$ cat config.mk
export PLATFORM = sky130hd
export DESIGN_NAME = tlr_front
export DESIGN_NICKNAME = d
export VERILOG_FILES = /design/src/hdl/tlr_pkg.sv /design/src/hdl/tlr_front.sv
export SDC_FILE = /design/constraint.sdc
export NUM_CORES = 2
export LEC_CHECK = 0
export BUFFER_PORTS_ARGS = -buffer_cell sky130_fd_sc_hd__buf_4
export CAP_MARGIN = 20
export CORE_AREA = 2 2 344 346
export CTS_CLUSTER_SIZE = 10
export DETAILED_ROUTE_END_ITERATION = 8
export DIE_AREA = 0 0 346 348
export SLEW_MARGIN = 20
export SYNTH_ARGS = -nofsm -noshare
export SYNTH_HDL_FRONTEND = slang
export SYNTH_SLANG_ARGS = --single-unit
$ cat constraint.sdc
create_clock -name clk -period 7.4 [get_ports clk]
set_input_delay 1.85 -clock clk [delete_from_list [all_inputs] [get_ports clk]]
set_output_delay 1.85 -clock clk [all_outputs]
set_load 0.05 [all_outputs]
$ cat src/hdl/tlr_pkg.sv
// Shared types and constants of the timecode linear remap block.
package tlr_pkg;

    // Milliseconds per timecode unit.
    localparam logic [21:0] MS_PER_HOUR = 22'd3600000;
    localparam logic [15:0] MS_PER_MIN  = 16'd60000;
    localparam logic [9:0]  MS_PER_SEC  = 10'd1000;

    // Largest time that a timecode holds: 999:59:59.999.
    localparam logic [31:0] MAX_MS = 32'd3599999999;

    // One quotient bit per divider stage for the 32-bit quotient.
    localparam int unsigned DIV_STAGES = 32;

    // Reciprocals for the split into hours, minutes and seconds.
    // The power-of-two part of each divisor is shifted out first.
    localparam logic [17:0] HOUR_RECIP = 18'd152709; // floor(2^32 / 28125)
    localparam logic [13:0] MIN_RECIP  = 14'd8947;   // floor(2^24 / 1875)
    localparam logic [9:0]  SEC_RECIP  = 10'd524;    // floor(2^16 / 125)

    typedef enum logic [2:0] {
        ST_OK        = 3'd0,
        ST_PASS      = 3'd1,
        ST_ZERO_SPAN = 3'd2,
        ST_CLAMP     = 3'd3,
        ST_SAT       = 3'd4
    } status_t;

    typedef struct packed {
        logic [9:0] hour;
        logic [5:0] minute;
        logic [5:0] second;
        logic [9:0] milli;
    } tc_t;

    // Values derived from the configuration registers.
    typedef struct packed {
        logic        pass;
        logic        zero_span;
        logic        dy_neg;
        logic        sx_neg;
        logic [31:0] dy_mag;
        logic [31:0] sx_mag;
        logic [31:0] src_start;
        logic [31:0] dst_start;
    } cfg_t;

    // Front end to divider.
    typedef struct packed {
        tc_t         tc;
        logic        dx_neg;
        logic [63:0] prod;
    } mul_t;

    // Side data carried along the divider.
    typedef struct packed {
        tc_t  tc;
        logic dx_neg;
        logic ovf;
    } div_side_t;

    // Divider to back end.
    typedef struct packed {
        tc_t         tc;
        logic        dx_neg;
        logic        ovf;
        logic [31:0] q;
    } quo_t;

    // Finished result.
    typedef struct packed {
        tc_t     tc;
        status_t status;
    } res_t;

endpackage

$ cat src/hdl/tlr_front.sv
// Front end: timecode to milliseconds, offset from the source start, and the span product.
module tlr_front
    import tlr_pkg::*;
(
    input  logic clk,
    input  logic rst_n,
    input  logic en,
    input  logic in_valid,
    input  tc_t  in_tc,
    input  cfg_t cfg,
    output logic out_valid,
    output mul_t out_data
);

    logic [3:0]  v_reg;
    tc_t         tc1_reg;
    tc_t         tc2_reg;
    tc_t         tc3_reg;
    logic [31:0] hour_ms_reg;
    logic [21:0] rest_ms_reg;
    logic [31:0] t_reg;
    logic        dx_neg_reg;
    logic [31:0] dx_mag_reg;
    mul_t        mul_reg;

    logic [31:0] hour_ms_next;
    logic [21:0] rest_ms_next;
    logic [31:0] t_next;
    logic [32:0] up_diff;
    logic [32:0] down_diff;
    logic        dx_neg_next;
    logic [31:0] dx_mag_next;
    logic [63:0] prod_next;

    always_comb
    begin
        hour_ms_next = 32'(in_tc.hour) * 32'(MS_PER_HOUR);
        rest_ms_next = 22'(in_tc.minute) * 22'(MS_PER_MIN)
                     + 22'(in_tc.second) * 22'(MS_PER_SEC)
                     + 22'(in_tc.milli);
        t_next       = hour_ms_reg + 32'(rest_ms_reg);
        // Both differences are formed side by side and the sign picks one.
        up_diff      = {1'b0, t_reg} - {1'b0, cfg.src_start};
        down_diff    = {1'b0, cfg.src_start} - {1'b0, t_reg};
        dx_neg_next  = up_diff[32];
        dx_mag_next  = dx_neg_next ? down_diff[31:0] : up_diff[31:0];
        prod_next    = 64'(dx_mag_reg) * 64'(cfg.dy_mag);
    end

    always_ff @(posedge clk or negedge rst_n)
    begin
        if (!rst_n)
        begin
            v_reg <= '0;
        end
        else if (en)
        begin
            v_reg <= {v_reg[2:0], in_valid};
        end
    end

    always_ff @(posedge clk)
    begin
        if (en)
        begin
            tc1_reg         <= in_tc;
            hour_ms_reg     <= hour_ms_next;
            rest_ms_reg     <= rest_ms_next;
            tc2_reg         <= tc1_reg;
            t_reg           <= t_next;
            tc3_reg         <= tc2_reg;
            dx_neg_reg      <= dx_neg_next;
            dx_mag_reg      <= dx_mag_next;
            mul_reg.tc      <= tc3_reg;
            mul_reg.dx_neg  <= dx_neg_reg;
            mul_reg.prod    <= prod_next;
        end
    end

    assign out_valid = v_reg[3];
    assign out_data  = mul_reg;

endmodule

==> out/qor.csv <==
metric,value,unit
status,"finished, violations left",
violations,setup timing,
drive_gt1_share,18.87,%
r2r_cells,23,
grt_use_met2,43.86,%
syn2layout_area_growth,19.48,%
grt_max_degree,132,
cp-end-kind,flip-flop,
worstSetupPathType,input port to flip-flop,
clock-sinks,301,
ys_ff_latch,301,
synthArstFlopShare,1.329,%
vias,37130,
maxSlewHeadroom,46.13,%
antenna_found_initial,0,
grt.busiest_layer,met2,
period_minus_slack,8362,ps
grt-ovfl-total,0,
drt-total-wl,136.7,mm
clk_latency,600,ps
dp_hpwl,114.0,mm
grt_use_met1,27.63,%
avgRoutedWirePerCell,18.79,µm
root_buffer,clkbuf_16,
synth_fp_nets,6891,
worst_hold_slack,413.9,ps
cp-start-kind,input port,
place.gp.congestion,0.8885,
dieArea,120400,µm²
ys.flop_type,edfxtp_1,
finalMaxSlewViolations,0,
nets,7357,
synth_area,52280,µm²
chipHeight,348,µm
tightest_slew,808.1,ps
worst_ep_required_time,7750,ps
cts_buffers,39,
postSynthAreaPerCell,9.959,µm²
rows,126,
cts_tree,done,
r2r_end,out_data[60],
synth_seq_area_share,17.25,%
drtIter0Drc,1696,
reg2reg_slack,-220,ps
hp-start,tc2_reg[29],
hp-class,flip-flop to flip-flop,
first_pass_iters,5,
synthCells,5249,
largest_register_ffs,97,
synth-edff-count,297,
synth_cell_types,75,
setup_viol,43,
rsz0062_at_grt,yes,
grt_pass1_vias,40230,
drcViolationCount,0,
die_width,346,µm
setup_ws,-961.9,ps
crit_fanout,8,
worst_hold_path.endpoint,tc3_reg[29],
yosys_warnings,0,
hold-path-cell-count,0,
cts_max_level,2,
io_buffer_count,197,
vias_per_cell,5.103,
arrival,8710,ps
initial_core_util,44.69,%
grt_pass1_wl,219.6,mm
core_region_area,117000,µm²
path_clk_slew,60,ps
finalHoldViolCount,0,
timing.rr.start,dx_mag_reg[25],
antenna_left,0,
skew,31.25,ps
fmax,0.1196,GHz
ctsLongestPathBuffers,3,
cap_viol_max_count,0,
ios,266,
use_met3,2.542,%
track_usage,23.32,%
timing.final.crit_share,113.0,%
tns,-26150,ps
[cells in the mapped netlist, drive strengths merged (10+ instances only)]
cell	count	share of area (%)
nand4	32	0.38
a31oi	12	0.14
nand2	531	3.8
a21oi	183	1.8
fa	987	38
o211ai	11	0.17
and2	598	7.2
nand3	30	0.29
a211o	10	0.17
o21a	19	0.27
nand2b	23	0.28
and3	20	0.24
ha	487	12
clkbuf	241	1.7
xnor2	109	1.8
inv	1085	7.8
o31ai	13	0.19
o21ai	90	0.86
nor3	30	0.29
xor2	62	1.0
edfxtp	297	17
mux2i	10	0.19
o21bai	35	0.50
a21o	86	1.2
buf	11	0.11
a211oi	15	0.22
nor2b	28	0.34
nor2	96	0.69
or3	11	0.15
[cells by family after synthesis]
kind of cell | share of synthesized area, %
AOI/OAI and AO/OA | 6.596
xor gates and xnor gates | 2.865
adders and majority gates | 49.45
buffers and inverters | 9.634
DFF | 17.25
muxes | 0.2776
and+or+nand+nor | 13.92
[through the flow]
step           area, µm²  utilization [%]  cells  setup slack [ps]
2_1_floorplan      53020                -   5249             -1125
3_3_place_gp       58990            50.43   7160             -1737
3_5_place_dp       58990            50.43   7160             -1779
4_1_cts            61670            52.72   7255            -989.7
5_1_grt            62460            53.39   7275             -1126
6_report           62460            53.39   7276            -961.9
[critical path, stage by stage]
cell,delay (ps)
buf_12,120
buf_12,130
and2_1,170
fa_1,530
inv_1,50
fa_1,480
inv_1,60
fa_1,490
fa_1,460
fa_1,580
fa_1,440
fa_2,610
fa_2,480
ha_4,300
and2_4,150
nor2b_4,150
nand4_1,110
a211o_1,320
o41ai_4,410
a22oi_2,130
buf_4,160
a211o_1,270
a211o_1,260
[cell usage in the layout (no fill, tap or decap), types with 11 or more instances in the layout]
cell       count
a211oi_1      11
a21o_1        85
a21oi_1      156
a21oi_2       21
and2_1       526
and2_4        72
and3_1        14
buf_12        58
buf_4        546
buf_6         50
clkbuf_16     43
edfxtp_1     297
fa_1         919
fa_2          68
ha_1         454
ha_4          29
inv_1       1059
inv_2         26
nand2_1      518
nand2b_1      22
nand3_1       27
nand4_1       32
nor2_1        92
nor2b_1       24
nor3_1        27
o21a_1        19
o21ai_0       65
o21ai_1       13
o21bai_1      32
xnor2_1       92
xnor2_2       16
xor2_1        53
[layer usage]
metal	up-vias	wire (µm)
li1	17090	-
met1	19060	52470
met2	767	74120
met3	216	4989
met4	0	5158
met5	-	0
[final cells by class]
type | count | area, µm²
Fill cell | 10570 | 54520
Multi-Input combinational cell | 3611 | 39910
Tap cell | 1536 | 1922
Sequential cell | 301 | 9019
Antenna cell | 1 | 2.502
Clock inverter | 13 | 148.9
Inverter | 1085 | 4073
Clock buffer | 52 | 1066
Timing Repair Buffer | 677 | 6324
[what timing repair did]
item                       4_1_cts  5_1_grt
pin swaps                      158      147
gates resized for setup        246      162
gates cloned                     6        3
buffers inserted                27       31
hold buffers                     0        0
setup endpoints to repair       48       48
[worst max path at each step]
stage	from	to	depth (start not counted)
floorplan	cfg[102]	out_data[57]	26
global placement	cfg[98]	out_data[63]	25
detailed placement	cfg[98]	out_data[63]	25
CTS	cfg[117]	out_data[60]	25
global route	cfg[115]	out_data[60]	23
finish	cfg[116]	out_data[60]	23
Power is not shown: default switching activity piles up to over one toggle a cycle in this logic, so the estimate is an artifact.
