File: config.mk
export PLATFORM = sky130hd
export DESIGN_NAME = tlr_back
export DESIGN_NICKNAME = d
export VERILOG_FILES = /design/src/hdl/tlr_pkg.sv /design/src/hdl/tlr_back.sv
export SDC_FILE = /design/constraint.sdc
export NUM_CORES = 2
export LEC_CHECK = 0
export BUFFER_PORTS_ARGS = -buffer_cell sky130_fd_sc_hd__buf_4
export CAP_MARGIN = 20
export CORE_MARGIN = 1
export CORE_UTILIZATION = 35
export CTS_BUF_LIST = sky130_fd_sc_hd__clkbuf_8 sky130_fd_sc_hd__clkbuf_16
export DETAILED_ROUTE_END_ITERATION = 6
export SYNTH_ARGS = -nofsm -noshare
export SYNTH_HDL_FRONTEND = slang
export SYNTH_SLANG_ARGS = --single-unit
export TNS_END_PERCENT = 1
File: constraint.sdc
create_clock -name clk -period 10.35 [get_ports clk]
set_clock_uncertainty 0.15 [all_clocks]
set_input_delay 2.07 -clock clk [delete_from_list [all_inputs] [get_ports clk]]
set_output_delay 2.07 -clock clk [all_outputs]
set_load 0.02 [all_outputs]
File: src/hdl/tlr_pkg.sv
// Shared types and constants of the timecode linear remap block.
package tlr_pkg;

    // Milliseconds per timecode unit.
    localparam logic [21:0] MS_PER_HOUR = 22'd3600000;
    localparam logic [15:0] MS_PER_MIN  = 16'd60000;
    localparam logic [9:0]  MS_PER_SEC  = 10'd1000;

    // Largest time that a timecode holds: 999:59:59.999.
    localparam logic [31:0] MAX_MS = 32'd3599999999;

    // One quotient bit per divider stage for the 32-bit quotient.
    localparam int unsigned DIV_STAGES = 32;

    // Reciprocals for the split into hours, minutes and seconds.
    // The power-of-two part of each divisor is shifted out first.
    localparam logic [17:0] HOUR_RECIP = 18'd152709; // floor(2^32 / 28125)
    localparam logic [13:0] MIN_RECIP  = 14'd8947;   // floor(2^24 / 1875)
    localparam logic [9:0]  SEC_RECIP  = 10'd524;    // floor(2^16 / 125)

    typedef enum logic [2:0] {
        ST_OK        = 3'd0,
        ST_PASS      = 3'd1,
        ST_ZERO_SPAN = 3'd2,
        ST_CLAMP     = 3'd3,
        ST_SAT       = 3'd4
    } status_t;

    typedef struct packed {
        logic [9:0] hour;
        logic [5:0] minute;
        logic [5:0] second;
        logic [9:0] milli;
    } tc_t;

    // Values derived from the configuration registers.
    typedef struct packed {
        logic        pass;
        logic        zero_span;
        logic        dy_neg;
        logic        sx_neg;
        logic [31:0] dy_mag;
        logic [31:0] sx_mag;
        logic [31:0] src_start;
        logic [31:0] dst_start;
    } cfg_t;

    // Front end to divider.
    typedef struct packed {
        tc_t         tc;
        logic        dx_neg;
        logic [63:0] prod;
    } mul_t;

    // Side data carried along the divider.
    typedef struct packed {
        tc_t  tc;
        logic dx_neg;
        logic ovf;
    } div_side_t;

    // Divider to back end.
    typedef struct packed {
        tc_t         tc;
        logic        dx_neg;
        logic        ovf;
        logic [31:0] q;
    } quo_t;

    // Finished result.
    typedef struct packed {
        tc_t     tc;
        status_t status;
    } res_t;

endpackage

File: src/hdl/tlr_back.sv
// Back end: offset onto the target span with clamping, then the split into a timecode.
module tlr_back
    import tlr_pkg::*;
(
    input  logic clk,
    input  logic rst_n,
    input  logic en,
    input  logic in_valid,
    input  quo_t in_data,
    input  cfg_t cfg,
    output logic out_valid,
    output res_t out_data
);

    logic [9:0]  v_reg;
    tc_t         tc_reg [9];
    status_t     st_reg [9];

    logic [31:0] r1_reg;
    logic [31:0] r2_reg;
    logic [9:0]  hest2_reg;
    logic [22:0] rem3_reg;
    logic [9:0]  hest3_reg;
    logic [9:0]  hour4_reg;
    logic [21:0] rem4_reg;
    logic [9:0]  hour5_reg;
    logic [21:0] rem5_reg;
    logic [5:0]  mest5_reg;
    logic [9:0]  hour6_reg;
    logic [16:0] rem6_reg;
    logic [5:0]  mest6_reg;
    logic [9:0]  hour7_reg;
    logic [5:0]  min7_reg;
    logic [15:0] rem7_reg;
    logic [9:0]  hour8_reg;
    logic [5:0]  min8_reg;
    logic [15:0] rem8_reg;
    logic [5:0]  sest8_reg;
    logic [9:0]  hour9_reg;
    logic [5:0]  min9_reg;
    logic [10:0] rem9_reg;
    logic [5:0]  sest9_reg;
    res_t        res_reg;

    logic        neg;
    logic [32:0] sub;
    logic [32:0] add;
    logic [31:0] r1_next;
    status_t     st_next;
    logic [42:0] hprod;
    logic [31:0] hmul;
    logic [31:0] hdiff;
    logic [9:0]  hour4_next;
    logic [21:0] rem4_next;
    logic [30:0] mprod;
    logic [21:0] mmul;
    logic [21:0] mdiff;
    logic [5:0]  min7_next;
    logic [15:0] rem7_next;
    logic [22:0] sprod;
    logic [15:0] smul;
    logic [15:0] sdiff;
    logic [5:0]  sec_next;
    logic [9:0]  milli_next;
    res_t        res_next;

    always_comb
    begin
        // A quotient of zero gives the same result on either path, so its sign can stand.
        neg = in_data.dx_neg ^ cfg.dy_neg ^ cfg.sx_neg;
        sub = {1'b0, cfg.dst_start} - {1'b0, in_data.q};
        add = {1'b0, cfg.dst_start} + {1'b0, in_data.q};
        if (cfg.pass)
        begin
            st_next = ST_PASS;
            r1_next = '0;
        end
        else if (cfg.zero_span)
        begin
            st_next = ST_ZERO_SPAN;
            r1_next = (cfg.dst_start > MAX_MS) ? MAX_MS : cfg.dst_start;
        end
        else if (neg)
        begin
            if (in_data.ovf || sub[32])
            begin
                st_next = ST_CLAMP;
                r1_next = '0;
            end
            else if (sub[31:0] > MAX_MS)
            begin
                st_next = ST_SAT;
                r1_next = MAX_MS;
            end
            else
            begin
                st_next = ST_OK;
                r1_next = sub[31:0];
            end
        end
        else
        begin
            if (in_data.ovf || (add > {1'b0, MAX_MS}))
            begin
                st_next = ST_SAT;
                r1_next = MAX_MS;
            end
            else
            begin
                st_next = ST_OK;
                r1_next = add[31:0];
            end
        end

        // Each digit: reciprocal estimate, remainder, then one correction step.
        hprod = 43'(r1_reg[31:7]) * 43'(HOUR_RECIP);
        hmul  = 32'(hest2_reg) * 32'(MS_PER_HOUR);
        hdiff = r2_reg - hmul;
        if (rem3_reg >= 23'(MS_PER_HOUR))
        begin
            hour4_next = hest3_reg + 10'd1;
            rem4_next  = 22'(rem3_reg - 23'(MS_PER_HOUR));
        end
        else
        begin
            hour4_next = hest3_reg;
            rem4_next  = rem3_reg[21:0];
        end

        mprod = 31'(rem4_reg[21:5]) * 31'(MIN_RECIP);
        mmul  = 22'(mest5_reg) * 22'(MS_PER_MIN);
        mdiff = rem5_reg - mmul;
        if (rem6_reg >= 17'(MS_PER_MIN))
        begin
            min7_next = mest6_reg + 6'd1;
            rem7_next = 16'(rem6_reg - 17'(MS_PER_MIN));
        end
        else
        begin
            min7_next = mest6_reg;
            rem7_next = rem6_reg[15:0];
        end

        sprod = 23'(rem7_reg[15:3]) * 23'(SEC_RECIP);
        smul  = 16'(sest8_reg) * 16'(MS_PER_SEC);
        sdiff = rem8_reg - smul;
        if (rem9_reg >= 11'(MS_PER_SEC))
        begin
            sec_next   = sest9_reg + 6'd1;
            milli_next = 10'(rem9_reg - 11'(MS_PER_SEC));
        end
        else
        begin
            sec_next   = sest9_reg;
            milli_next = rem9_reg[9:0];
        end

        res_next.status = st_reg[8];
        if (st_reg[8] == ST_PASS)
        begin
            res_next.tc = tc_reg[8];
        end
        else
        begin
            res_next.tc.hour   = hour9_reg;
            res_next.tc.minute = min9_reg;
            res_next.tc.second = sec_next;
            res_next.tc.milli  = milli_next;
        end
    end

    always_ff @(posedge clk or negedge rst_n)
    begin
        if (!rst_n)
        begin
            v_reg <= '0;
        end
        else if (en)
        begin
            v_reg <= {v_reg[8:0], in_valid};
        end
    end

    always_ff @(posedge clk)
    begin
        if (en)
        begin
            tc_reg[0] <= in_data.tc;
            st_reg[0] <= st_next;
            for (int i = 1; i < 9; i++)
            begin
                tc_reg[i] <= tc_reg[i-1];
                st_reg[i] <= st_reg[i-1];
            end
            r1_reg    <= r1_next;
            r2_reg    <= r1_reg;
            hest2_reg <= hprod[41:32];
            rem3_reg  <= hdiff[22:0];
            hest3_reg <= hest2_reg;
            hour4_reg <= hour4_next;
            rem4_reg  <= rem4_next;
            hour5_reg <= hour4_reg;
            rem5_reg  <= rem4_reg;
            mest5_reg <= mprod[29:24];
            hour6_reg <= hour5_reg;
            rem6_reg  <= mdiff[16:0];
            mest6_reg <= mest5_reg;
            hour7_reg <= hour6_reg;
            min7_reg  <= min7_next;
            rem7_reg  <= rem7_next;
            hour8_reg <= hour7_reg;
            min8_reg  <= min7_reg;
            rem8_reg  <= rem7_reg;
            sest8_reg <= sprod[21:16];
            hour9_reg <= hour8_reg;
            min9_reg  <= min8_reg;
            rem9_reg  <= sdiff[10:0];
            sest9_reg <= sest8_reg;
            res_reg   <= res_next;
        end
    end

    assign out_valid = v_reg[9];
    assign out_data  = res_reg;

endmodule

==> impl_metrics.json <==
{
  "status": "finished clean",
  "ios": 238,
  "final_cells": 5133,
  "timing.hold.ws_ns": 0.244,
  "synth_mux_area_frac": 0.0109,
  "vias": 25300,
  "wl_mm": 86.1,
  "min_path_type": "reg2reg",
  "die_area_sq_mm": 0.121,
  "yosysTopAreaCell": "edfxtp_1",
  "critPathSlowestCell": "a31oi_1",
  "synth_seq_cells": 654,
  "synth_top_family_by_area": "adder cells",
  "row_count": 126,
  "largest_reg_flops": 288,
  "worst_slew_pin_slew_ns": 1.08,
  "maxCapViolCount": 0,
  "fmax_mhz": 142,
  "die_w_um": 348,
  "grt_usage": 0.145,
  "slowest_delay_ns": 0.68,
  "syn_area_per_cell_sq_um": 12.4,
  "tritoncts": "yes",
  "synthXorXnorAreaFrac": 0.0361,
  "rsz0062_at_grt": "no",
  "initial_core_util": 0.353,
  "worstSetupPathType": "in2reg",
  "die_y_um": 348,
  "routedWlPerCell_um": 16.8,
  "fin_nets": 4502,
  "ys_top_cells_by_count": "edfxtp_1 (644), inv_1 (561), ha_1 (522)",
  "grt_overflow": 0,
  "place_inst": 5003,
  "cts_hold_buf": 0,
  "cts_max_level": 3,
  "grt_max_degree": 189,
  "gp_congestion": 0.946,
  "clk_latency_ns": 0.62,
  "async_flop_share": 0.0153,
  "post-cts-setup-buffers": 0,
  "cts_buffer_depth": 3,
  "synthToLayoutAreaGrowth_pct": 12.6,
  "finalHoldViolations": 0,
  "grt_pass1_vias": 26100,
  "core_area_sq_mm": 0.118,
  "grt_pass1_wl_mm": 139,
  "dp_hpwl_mm": 65.7,
  "cts_resized": 0,
  "synth_top_area_frac": 0.463,
  "period_share": 0.678,
  "clkTransAtPathRegs_ns": 0.06,
  "synth_area_sq_mm": 0.0418,
  "routed_via_density": 4.92,
  "cp.required_ns": 10.53,
  "yosysSeqAreaShare": 0.469,
  "met2_length_mm": 42.6,
  "r2r_setup_slack_ns": 3.69,
  "path_cells": "buf_4, ha_1, inv_1, fa_1, o21bai_1, o2111ai_1, a31oi_1, a221oi_2, buf_4, or3_1, a211oi_1, nand3b_1, nor4_1, nor2_1, buf_4, a21oi_1, a221oi_1",
  "synth_cell_type_count": 96,
  "dr.pass1.iters": 5,
  "synth_compound_area_frac": 0.0918,
  "synth-edff-count": 644,
  "topRoutingLayerUsed": "met5",
  "first_iter_violations": 1369,
  "cts_buffers": 73,
  "fin_crit_ns": 7.02,
  "synth_most_common_cell": "edfxtp_1",
  "critPathCaptureType": "register",
  "layout-drive-gt1-share": 0.0959,
  "synthCells": 3367,
  "slew_violations": 0,
  "root_buffer": "clkbuf_16",
  "drcViolationCount": 0,
  "antenna_found_initial": 1,
  "fillers": 11200,
  "slew_headroom": 0.278,
  "port_buffers": 141,
  "yosys_warnings": 0,
  "synth_nets": 4327,
  "ant_nets": 0,
  "cp_common_cell": "buf_4",
  "arrival_ns": 7.19,
  "wl_met3_mm": 3.37,
  "tns_ns": 0,
  "setup.worst_path.start_class": "primary input",
  "cp_max_fo": 11,
  "yosys.area_share.simple": 0.0660,
  "cts.sinks": 654,
  "wl_met1_mm": 36.9,
  "yosys-top-cells-area": "edfxtp_1 (46%), ha_1 (16%), fa_1 (11%), inv_1 (5.0%), xnor2_1 (2.9%)",
  "synth-main-ff-cell": "edfxtp_1",
  "finalSetupViolCount": 0,
  "n_antenna_cell": 0,
  "synthAdderAreaFrac": 0.269
}
-- worst paths after layout --
| kind | cells past startpoint | startpoint | end |
|---|---|---|---|
| setup / recovery | 17 | cfg[0] | r1_reg[15] |
| hold / removal | 0 | hour6_reg[5] | hour7_reg[5] |
| setup reg to reg | 21 | r1_reg[22] | hest2_reg[9] |
| hold reg to reg | 0 | hour6_reg[5] | hour7_reg[5] |
| max in group asynchronous | 1 | rst_n | v_reg[4] |
| min in group asynchronous | 1 | rst_n | v_reg[9] |
-- per-stage QoR --
step / worst slack, ns / cell area [sq um] / util
2_1_floorplan: 4.35 / 41800 / -
3_3_place_gp: 2.86 / 44700 / 0.378
3_5_place_dp: 2.84 / 44700 / 0.378
4_1_cts: 3.46 / 47000 / 0.398
5_1_grt: 3.10 / 47000 / 0.398
6_report: 3.33 / 47000 / 0.398
-- area by class of cell --
cell class	instances	area [sq um]	share of cell area
Multi-Input combinational cell	2093	19800	0.422
Sequential cell	654	19600	0.416
Inverter	562	2110	0.0448
Tap cell	1536	1920	0.0409
Clock buffer	73	1830	0.0388
Timing Repair Buffer	158	1220	0.0259
Clock inverter	57	533	0.0113
-- layer usage --
| layer | track usage | vias up |
|---|---|---|
| li1 | - | 12300 |
| met4 | 0.0525 | 2 |
| met1 | 0.179 | 12300 |
| met5 | 0 | - |
| met2 | 0.254 | 509 |
| met3 | 0.0231 | 178 |
-- kinds of logic after synthesis --
| family | Yosys count |
|---|---|
| AOI/OAI and AO/OA | 572 |
| xor gates and xnor gates | 172 |
| adders and majority gates | 758 |
| buffers and inverters | 620 |
| DFF | 654 |
| muxes | 41 |
| and+or+nand+nor | 550 |
-- placed cells by master, fill, tap and decap left out, types with 18 or more instances in the layout --
cell       count
mux2_2        32
nand2b_1      25
buf_4        155
o21bai_1      27
nor2_1       155
a31oi_1       20
ha_1         522
edfxtp_1     644
nand3_1       51
fa_1         236
o21a_1        22
nand2_1      116
a21o_1        37
clkinv_1      18
a21oi_1      161
nand4_1       24
nor3_1        43
xor2_1        34
o21ai_0      104
a211oi_1      38
inv_1        568
clkbuf_16     73
nor2b_1       27
xnor2_1      137
-- critical path: cells and delay by family --
family	cells	cell delay (ns)
and+or+nand+nor	4	1.18
adders and majority gates	2	0.61
buffers and inverters	4	0.69
AOI/OAI and AO/OA	7	2.60
Power is not shown: default switching activity piles up to over one toggle a cycle in this logic, so the estimate is an artifact.
